==> src/xtat_pkg.sv <==
// Package for the markup tag tokenizer: scan modes, event codes, character
// constants, the event word type and default length limits. No dependencies.
package xtat_pkg;

  localparam int TAG_CHARS_DEF   = 16;
  localparam int NAME_CHARS_DEF  = 16;
  localparam int VALUE_CHARS_DEF = 16;

  // Output queue: room for two words per byte plus words still waiting.
  localparam int QUEUE_DEPTH = 4;
  localparam int QPTR_W      = $clog2(QUEUE_DEPTH);
  localparam int QCNT_W      = $clog2(QUEUE_DEPTH + 1);

  localparam logic [7:0] CH_LT    = 8'h3C;
  localparam logic [7:0] CH_GT    = 8'h3E;
  localparam logic [7:0] CH_EQ    = 8'h3D;
  localparam logic [7:0] CH_SLASH = 8'h2F;
  localparam logic [7:0] CH_SP    = 8'h20;
  localparam logic [7:0] CH_TAB   = 8'h09;
  localparam logic [7:0] CH_DQ    = 8'h22;
  localparam logic [7:0] CH_SQ    = 8'h27;

  typedef enum logic [3:0] {
    MODE_WAIT  = 4'b0001,
    MODE_TAG   = 4'b0010,
    MODE_NAME  = 4'b0100,
    MODE_VALUE = 4'b1000
  } mode_t;

  typedef enum logic [2:0] {
    EV_TAG_BEGIN  = 3'd0,
    EV_TAG_CHAR   = 3'd1,
    EV_TAG_DONE   = 3'd2,
    EV_NAME_CHAR  = 3'd3,
    EV_NAME_DONE  = 3'd4,
    EV_VALUE_CHAR = 3'd5,
    EV_ATTR_DONE  = 3'd6,
    EV_ELEM_DONE  = 3'd7
  } ev_kind_t;

  typedef struct packed {
    ev_kind_t    kind;
    logic [7:0]  ch;
    logic [3:0]  idx;
    logic        last;
  } ev_t;

  function automatic ev_t mk_ev(ev_kind_t kind, logic [7:0] ch, logic [3:0] idx);
    ev_t e;
    e.kind = kind;
    e.ch   = ch;
    e.idx  = idx;
    e.last = 1'b0;
    return e;
  endfunction

  function automatic logic is_blank(logic [7:0] c);
    return (c == CH_SP) || (c == CH_TAB);
  endfunction

endpackage

==> src/xtat_if.sv <==
// Stream interfaces for the markup tag tokenizer: raw byte input and event
// output, each with valid/ready. No dependencies.
interface xtat_in_if;
  logic       valid;
  logic       ready;
  logic [7:0] in_byte;

  modport source (output valid, output in_byte, input ready);
  modport sink   (input valid, input in_byte, output ready);
endinterface

interface xtat_out_if;
  logic       valid;
  logic       ready;
  logic [2:0] event_kind;
  logic [7:0] char_out;
  logic [3:0] char_index;
  logic       last_event;

  modport source (output valid, output event_kind, output char_out,
                  output char_index, output last_event, input ready);
  modport sink   (input valid, input event_kind, input char_out,
                  input char_index, input last_event, output ready);
endinterface

==> src/xml_tag_attribute_tokenizer_core.sv <==
// Top level of the markup tag tokenizer: scan state and output event queue.
// Depends on xtat_pkg and the stream interfaces in xtat_if.sv.
//
// The core takes one raw byte per word on in_if and reports token events on
// out_if, one event per word: tag begin, tag name characters, tag name done,
// attribute name characters, name done at '=', value characters, attribute
// done and element done at '>'. Every character event carries its position
// in char_index, and last_event flags the final event of each byte. A byte
// is scanned in the cycle it is accepted, so one byte enters per cycle while
// the queue has room; the figure is set by the output side, which moves one
// event per cycle while out_if.ready is high, from a four-word queue. A byte
// is taken whenever the queue has room for two events, so a stream in which
// most bytes give at most one event runs at one byte per cycle if out_if is
// ready; a byte giving two events ('>' closing a tag name or a value) leaves
// one more word to drain. Characters beyond TAG_CHARS-1, NAME_CHARS-1 or
// VALUE_CHARS-1 in one name or value are dropped without an event.
module xml_tag_attribute_tokenizer_core
  import xtat_pkg::*;
#(
  parameter int TAG_CHARS   = TAG_CHARS_DEF,
  parameter int NAME_CHARS  = NAME_CHARS_DEF,
  parameter int VALUE_CHARS = VALUE_CHARS_DEF
) (
  input  logic       clk,
  input  logic       rst_n,
  xtat_in_if.sink    in_if,
  xtat_out_if.source out_if
);

  localparam int TW = $clog2(TAG_CHARS);
  localparam int NW = $clog2(NAME_CHARS);
  localparam int VW = $clog2(VALUE_CHARS);

  // Scan state
  mode_t          mode_r, mode_nxt;
  logic [TW-1:0]  tag_cnt_r, tag_cnt_nxt;
  logic [NW-1:0]  name_cnt_r, name_cnt_nxt;
  logic [VW-1:0]  value_cnt_r, value_cnt_nxt;
  logic           quoted_r, quoted_nxt;

  // Event queue
  ev_t               queue_r [QUEUE_DEPTH];
  logic [QPTR_W-1:0] wr_ptr_r, rd_ptr_r;
  logic [QCNT_W-1:0] cnt_r;

  logic       in_acc, out_pop;
  logic [1:0] n_ev;
  ev_t        ev0, ev1;
  logic [7:0] c;

  assign c        = in_if.in_byte;
  // Take a byte only when two more events fit.
  assign in_if.ready = (cnt_r <= QCNT_W'(QUEUE_DEPTH - 2));
  assign in_acc   = in_if.valid && in_if.ready;
  assign out_if.valid = (cnt_r != '0);
  assign out_pop  = out_if.valid && out_if.ready;

  // One scan step for the byte at the input.
  always_comb begin
    mode_nxt      = mode_r;
    tag_cnt_nxt   = tag_cnt_r;
    name_cnt_nxt  = name_cnt_r;
    value_cnt_nxt = value_cnt_r;
    quoted_nxt    = quoted_r;
    n_ev          = 2'd0;
    ev0           = mk_ev(EV_TAG_BEGIN, 8'h00, 4'h0);
    ev1           = mk_ev(EV_TAG_BEGIN, 8'h00, 4'h0);

    if (c == CH_LT) begin
      // '<' opens a new tag from any mode
      mode_nxt      = MODE_TAG;
      tag_cnt_nxt   = '0;
      value_cnt_nxt = '0;
      n_ev          = 2'd1;
    end else begin
      unique case (mode_r)
        MODE_TAG: begin
          if (c == CH_GT) begin
            if (tag_cnt_r != '0) begin
              ev0  = mk_ev(EV_TAG_DONE, 8'h00, 4'h0);
              ev1  = mk_ev(EV_ELEM_DONE, 8'h00, 4'h0);
              n_ev = 2'd2;
            end else begin
              ev0  = mk_ev(EV_ELEM_DONE, 8'h00, 4'h0);
              n_ev = 2'd1;
            end
            mode_nxt      = MODE_WAIT;
            tag_cnt_nxt   = '0;
            value_cnt_nxt = '0;
          end else if (is_blank(c)) begin
            // a blank before the first character is ignored
            if (tag_cnt_r != '0) begin
              mode_nxt     = MODE_NAME;
              name_cnt_nxt = '0;
              tag_cnt_nxt  = '0;
              ev0          = mk_ev(EV_TAG_DONE, 8'h00, 4'h0);
              n_ev         = 2'd1;
            end
          end else if (tag_cnt_r < TW'(TAG_CHARS - 1)) begin
            ev0         = mk_ev(EV_TAG_CHAR, c, 4'(tag_cnt_r));
            n_ev        = 2'd1;
            tag_cnt_nxt = tag_cnt_r + 1'b1;
          end
        end
        MODE_NAME: begin
          if (c == CH_GT) begin
            ev0           = mk_ev(EV_ELEM_DONE, 8'h00, 4'h0);
            n_ev          = 2'd1;
            mode_nxt      = MODE_WAIT;
            value_cnt_nxt = '0;
          end else if (c == CH_DQ || c == CH_SQ || is_blank(c)) begin
            // drop quotes and blanks inside a name
          end else if (c == CH_EQ) begin
            mode_nxt      = MODE_VALUE;
            value_cnt_nxt = '0;
            quoted_nxt    = 1'b0;
            ev0           = mk_ev(EV_NAME_DONE, 8'h00, 4'h0);
            n_ev          = 2'd1;
          end else if (name_cnt_r < NW'(NAME_CHARS - 1)) begin
            ev0          = mk_ev(EV_NAME_CHAR, c, 4'(name_cnt_r));
            n_ev         = 2'd1;
            name_cnt_nxt = name_cnt_r + 1'b1;
          end
        end
        MODE_VALUE: begin
          if (c == CH_GT) begin
            if (value_cnt_r != '0) begin
              ev0  = mk_ev(EV_ATTR_DONE, 8'h00, 4'h0);
              ev1  = mk_ev(EV_ELEM_DONE, 8'h00, 4'h0);
              n_ev = 2'd2;
            end else begin
              ev0  = mk_ev(EV_ELEM_DONE, 8'h00, 4'h0);
              n_ev = 2'd1;
            end
            mode_nxt      = MODE_WAIT;
            value_cnt_nxt = '0;
          end else if (c == CH_DQ || c == CH_SQ) begin
            quoted_nxt = !quoted_r;
          end else if (!quoted_r && (is_blank(c) || c == CH_SLASH)) begin
            // unquoted delimiter closes the value, even an empty one
            mode_nxt      = MODE_NAME;
            name_cnt_nxt  = '0;
            value_cnt_nxt = '0;
            ev0           = mk_ev(EV_ATTR_DONE, 8'h00, 4'h0);
            n_ev          = 2'd1;
          end else if (c == CH_EQ || is_blank(c)) begin
            // drop '=' and blanks inside a quoted value
          end else if (value_cnt_r < VW'(VALUE_CHARS - 1)) begin
            ev0           = mk_ev(EV_VALUE_CHAR, c, 4'(value_cnt_r));
            n_ev          = 2'd1;
            value_cnt_nxt = value_cnt_r + 1'b1;
          end
        end
        default: begin
          // waiting, or a code that is never reached: ignore the byte
          mode_nxt = MODE_WAIT;
        end
      endcase
    end

    // flag the final event of this byte
    if (n_ev == 2'd1) begin
      ev0.last = 1'b1;
    end
    if (n_ev == 2'd2) begin
      ev1.last = 1'b1;
    end
  end

  // Advance scan state on each accepted byte.
  always_ff @(posedge clk) begin
    if (!rst_n) begin
      mode_r      <= MODE_WAIT;
      tag_cnt_r   <= '0;
      name_cnt_r  <= '0;
      value_cnt_r <= '0;
      quoted_r    <= 1'b0;
    end else if (in_acc) begin
      mode_r      <= mode_nxt;
      tag_cnt_r   <= tag_cnt_nxt;
      name_cnt_r  <= name_cnt_nxt;
      value_cnt_r <= value_cnt_nxt;
      quoted_r    <= quoted_nxt;
    end
  end

  // Queue pointers and fill count.
  always_ff @(posedge clk) begin
    if (!rst_n) begin
      wr_ptr_r <= '0;
      rd_ptr_r <= '0;
      cnt_r    <= '0;
    end else begin
      if (in_acc) begin
        wr_ptr_r <= wr_ptr_r + QPTR_W'(n_ev);
      end
      if (out_pop) begin
        rd_ptr_r <= rd_ptr_r + 1'b1;
      end
      cnt_r <= cnt_r + (in_acc ? QCNT_W'(n_ev) : '0) - QCNT_W'(out_pop);
    end
  end

  // Queue storage: payload only, no reset.
  always_ff @(posedge clk) begin
    if (in_acc && n_ev != 2'd0) begin
      queue_r[wr_ptr_r] <= ev0;
    end
    if (in_acc && n_ev == 2'd2) begin
      queue_r[wr_ptr_r + 1'b1] <= ev1;
    end
  end

  assign out_if.event_kind = queue_r[rd_ptr_r].kind;
  assign out_if.char_out   = queue_r[rd_ptr_r].ch;
  assign out_if.char_index = queue_r[rd_ptr_r].idx;
  assign out_if.last_event = queue_r[rd_ptr_r].last;

  // Fill count never passes the queue depth.
  a_cnt_bound: assert property (@(posedge clk) disable iff (!rst_n)
    cnt_r <= QCNT_W'(QUEUE_DEPTH))
    else $error("event queue overfilled");

  // '<' always opens a tag.
  a_lt_opens: assert property (@(posedge clk) disable iff (!rst_n)
    (in_acc && c == CH_LT) |=> (mode_r == MODE_TAG && tag_cnt_r == '0))
    else $error("'<' did not open a tag");

  // '<' queues exactly one event.
  a_lt_one_event: assert property (@(posedge clk) disable iff (!rst_n)
    (in_acc && c == CH_LT) |=>
      (cnt_r == $past(cnt_r) + QCNT_W'(1) - QCNT_W'($past(out_pop))))
    else $error("'<' queued a wrong number of events");

  // Kept tag characters stay within the limit.
  a_tag_limit: assert property (@(posedge clk) disable iff (!rst_n)
    tag_cnt_r <= TW'(TAG_CHARS - 1))
    else $error("tag name counter past its limit");

endmodule

==> src/flat_wrapper.sv <==
// flat-port wrapper written by rule: the top's interface ports become plain ports
module xml_tag_attribute_tokenizer_core_flat import xtat_pkg::*;
#(
  parameter int TAG_CHARS   = TAG_CHARS_DEF,
  parameter int NAME_CHARS  = NAME_CHARS_DEF,
  parameter int VALUE_CHARS = VALUE_CHARS_DEF
)
  (clk, rst_n, in_if_valid, in_if_in_byte, in_if_ready, out_if_valid, out_if_event_kind, out_if_char_out, out_if_char_index, out_if_last_event, out_if_ready);
  xtat_in_if in_if_i ();
  xtat_out_if out_if_i ();
  input  logic clk;
  input  logic rst_n;
  input wire logic [$bits(in_if_i.valid)-1:0] in_if_valid;
  input wire logic [$bits(in_if_i.in_byte)-1:0] in_if_in_byte;
  output wire logic [$bits(in_if_i.ready)-1:0] in_if_ready;
  output wire logic [$bits(out_if_i.valid)-1:0] out_if_valid;
  output wire logic [$bits(out_if_i.event_kind)-1:0] out_if_event_kind;
  output wire logic [$bits(out_if_i.char_out)-1:0] out_if_char_out;
  output wire logic [$bits(out_if_i.char_index)-1:0] out_if_char_index;
  output wire logic [$bits(out_if_i.last_event)-1:0] out_if_last_event;
  input wire logic [$bits(out_if_i.ready)-1:0] out_if_ready;
  assign in_if_i.valid = in_if_valid;
  assign in_if_i.in_byte = in_if_in_byte;
  assign in_if_ready = in_if_i.ready;
  assign out_if_valid = out_if_i.valid;
  assign out_if_event_kind = out_if_i.event_kind;
  assign out_if_char_out = out_if_i.char_out;
  assign out_if_char_index = out_if_i.char_index;
  assign out_if_last_event = out_if_i.last_event;
  assign out_if_i.ready = out_if_ready;
  xml_tag_attribute_tokenizer_core #(.TAG_CHARS(TAG_CHARS), .NAME_CHARS(NAME_CHARS), .VALUE_CHARS(VALUE_CHARS)) u_core (.clk(clk), .rst_n(rst_n), .in_if(in_if_i), .out_if(out_if_i));
endmodule
==> config.mk <==
export PLATFORM = sky130hd
export DESIGN_NAME = xml_tag_attribute_tokenizer_core_flat
export DESIGN_NICKNAME = d
export VERILOG_FILES = /design/src/xtat_pkg.sv /design/src/xtat_if.sv /design/src/xml_tag_attribute_tokenizer_core.sv /design/src/flat_wrapper.sv
export SDC_FILE = /design/constraint.sdc
export NUM_CORES = 1
export LEC_CHECK = 0
export BUFFER_PORTS_ARGS = -buffer_cell sky130_fd_sc_hd__buf_2
export CORE_MARGIN = 4
export CORE_UTILIZATION = 55
export CTS_BUF_LIST = sky130_fd_sc_hd__clkbuf_8
export DETAILED_ROUTE_END_ITERATION = 12
export PLACE_DENSITY_LB_ADDON = 0.25
export SETUP_SLACK_MARGIN = 0.2
export SYNTH_ARGS = -nofsm -noshare
export SYNTH_HDL_FRONTEND = slang
export SYNTH_SLANG_ARGS = --single-unit
==> constraint.sdc <==
create_clock -name clk -period 4.2 [get_ports clk]
set_clock_uncertainty 0.05 [all_clocks]
set_input_delay 0.84 -clock clk [delete_from_list [all_inputs] [get_ports clk]]
set_output_delay 0.84 -clock clk [all_outputs]
set_load 0.03 [all_outputs]
==> out/metrics.yaml <==
run_status: "complete, no violations"
grt_max_degree: 26
yosysTopAreaCellShare_pct: 30.8
place_ws_ps: 326
async_flop_share_pct: 0
ys_seq_elements: 90
clk_pin_slew_ps: 90
ios: 30
drive_gt1_share_pct: 18.7
routed_via_density: 6.15
finalSetupViolations: 0
first_global_vias: 3905
clk_latency_ps: 380
synth_nets: 521
rr_startpoint: "u_core.mode_r[0]"
clkSinkCount: 90
ant_nets: 0
yosysSeqAreaShare_pct: 40.8
start_util_pct: 57.6
p_leak_nw: 2.22
timing_hold_violations_final: 0
whs_path_depth: 2
min-delay-path-class: "reg -> reg"
synth_top_area_cell: "dfxtp_1"
gp_congestion: 0.970
cp_slowest_stage_delay_ps: 600
cts_hold_buf: 0
rsz0062_at_grt: "no"
drc: 0
cts_buffers: 9
required_ps: 4430
syn_inst: 499
yosysUniqueCellTypes: 63
worst_slew_pin_slew_ps: 796
h-tree-depth: 3
clk_path_buf_depth: 2
arrival_ps: 3750
chipWidth_um: 101
cts_tree: "built"
die_h_um: 101
area_growth_pct: 10.3
dp_hpwl_mm: 8.32
timing.rr.end: "u_core.cnt_r[2]"
timing.fmax_mhz: 284
portBuffers: 29
crit_cells: 13
whs_endpoint: "u_core.queue_r[0][1]"
grt_util_all_layers_pct: 23.8
root_buffer: "clkbuf_8"
setup_tns_ps: 0
syn-mean-instance-area_um2: 9.63
grt_first_pass_wirelength_mm: 19.2
routedWlPerCell_um: 18.0
cp_num_buf_inv: 2
criticalPathCategory: "in -> reg"
peakVddDrop_mv: 0.163
drt_iter0_drc: 218
fin_crit_sh_pct: 83.7
synth_area_leaders: "dfxtp_1, mux2i_1, edfxtp_1, mux4_2, nand2_1"
synth_edf_count: 16
wirelength_mm: 11.6
cp-start-kind: "input pin"
first_pass_iters: 6
fp.dieArea_um2: 10300
cp_top_family: "simple AND/OR/NAND/NOR gates"
postCtsSetupBuffers: 0
layout.nets: 556
via_count: 3959
cp_slowest_cell: "or4_4"
core_um2: 8340
cp-end-kind: "register"
n_antenna_cell: 0
max-cap-violations: 0
num-fill-cells: 712
crit_fanout: 12
p_per_area_nw_per_um2: 340
slew_headroom_pct: 46.9
slew_viol_final: 0
r2r_cells: 11
setup_ws_ps: 683
path_cells: "buf_2 -> or4_4 -> a2111oi_4 -> a211oi_1 -> o22a_1 -> and2_1 -> nor2_1 -> ha_1 -> inv_1 -> fa_1 -> xor2_1 -> xnor2_1 -> and2_1"
synth_warnings: 0
placementRows: 33
cts_resized: 0
crit_top_cell: "and2_1"
grt_overflow_total: 0
finalCriticalPeriod_ps: 3520
netlist_area_um2: 4800
synthFlopType: "dfxtp_1"
worst-r2r-setup-slack_ps: 870
antenna_found_initial: 0
worstHoldStart: "u_core.queue_r[0][1]"
==> cell families after synthesis <==
family,count (synthesis),share of synthesized area [%]
buffers and inverters,38,3.54
adders and majority gates,10,2.76
and+or+nand+nor,195,20.8
AOI/OAI and AO/OA,93,12.9
xor gates and xnor gates,8,1.46
muxes,65,17.7
DFF,90,40.8
==> final cells by class <==
class / instances / area (um^2) / area share (%)
tap: 105 / 131 / 2.48
timing repair buffer: 50 / 303 / 5.72
clock inverter: 7 / 53.8 / 1.02
inverter: 12 / 45.0 / 0.850
multi-input combinational: 371 / 2680 / 50.6
clock buffer: 9 / 124 / 2.34
sequential: 90 / 1960 / 37.0
==> layout by cell type (no fill, tap or decap), types with 4 or more instances in the layout <==
master    Yosys  final
and3_1        4      4
mux4_2       16     16
a21boi_0      8      8
clkbuf_8      0      9
nor2b_1       7      7
edfxtp_1     16     16
buf_2         7     29
or3_1         5      5
xnor2_1       6      6
nand3_1      12     12
ha_1          9      9
buf_4         1     21
nand2_1      87     87
mux2i_1      49     49
inv_1        12     12
and2_1       14     14
a222oi_1      4      4
o21a_1        5      5
nor3_1        9      9
o21ai_0      32     32
o21ai_1       6      6
or4_1         4      4
dfxtp_1      74     74
a21oi_1      14     14
nor2_1       22     22
==> worst min-delay path: stages, from the launching register on <==
cell,delay [ps]
dfxtp_1,320
nand2_1,50
mux2i_1,50
==> per-layer routing <==
layer  vias to the layer above  GRT usage [%]  part of all wire (%)
li1                       1880              -                     -
met2                       119           39.6                    48
met5                         -              0                     0
met4                         0           6.95                   1.9
met1                      1942           30.7                    45
met3                        18           6.13                   5.8
==> state kept, by name (all words and copies together), names as in the netlist, named ones only <==
| name | count |
|---|---|
| u_core.value_cnt_r | 4 |
| u_core.queue_r | 64 |
| u_core.rd_ptr_r | 2 |
| u_core.cnt_r | 3 |
| u_core.mode_r | 4 |
| u_core.wr_ptr_r | 2 |
| u_core.name_cnt_r | 4 |
| u_core.quoted_r | 1 |
| u_core.tag_cnt_r | 4 |
==> per-stage QoR <==
step                instance area, um^2  hold slack (ps)  power (mW)  instances  util (%)
floorplan                          4800              385        1.19        499         -
global placement                   5120              392        1.25        628      61.4
detailed placement                 5120              399        1.26        628      61.4
CTS                                5300              413        1.81        644      63.5
global route                       5300              432        1.88        644      63.5
finish                             5300              412        1.80        644      63.5
==> power by group <==
part | leakage, nW | total (mW) | switching (mW) | internal (mW)
combinational | 1.38 | 0.326 | 0.191 | 0.136
clock | 0.0799 | 0.557 | 0.338 | 0.219
sequential | 0.764 | 0.917 | 0.0165 | 0.900
total | 2.22 | 1.80 | 0.545 | 1.25
==> cells in the mapped netlist, types with 12 or more instances <==
cell type  count
nand2_1       87
dfxtp_1       74
mux2i_1       49
o21ai_0       32
nor2_1        22
edfxtp_1      16
mux4_2        16
a21oi_1       14
and2_1        14
clkbuf_1      14
inv_1         12
nand3_1       12
==> how the worst max path moves through the flow <==
stage | start | endpoint | slack (ps)
after floorplan | in_if_in_byte[4] | u_core.cnt_r[2] | 530
after global placement | in_if_in_byte[1] | u_core.cnt_r[2] | 410
after detailed placement | in_if_in_byte[1] | u_core.cnt_r[2] | 330
after CTS | in_if_in_byte[1] | u_core.cnt_r[2] | 690
after global routing | in_if_in_byte[1] | u_core.cnt_r[2] | 580
final | in_if_in_byte[1] | u_core.cnt_r[2] | 680
(Power assumes the default switching activity.)
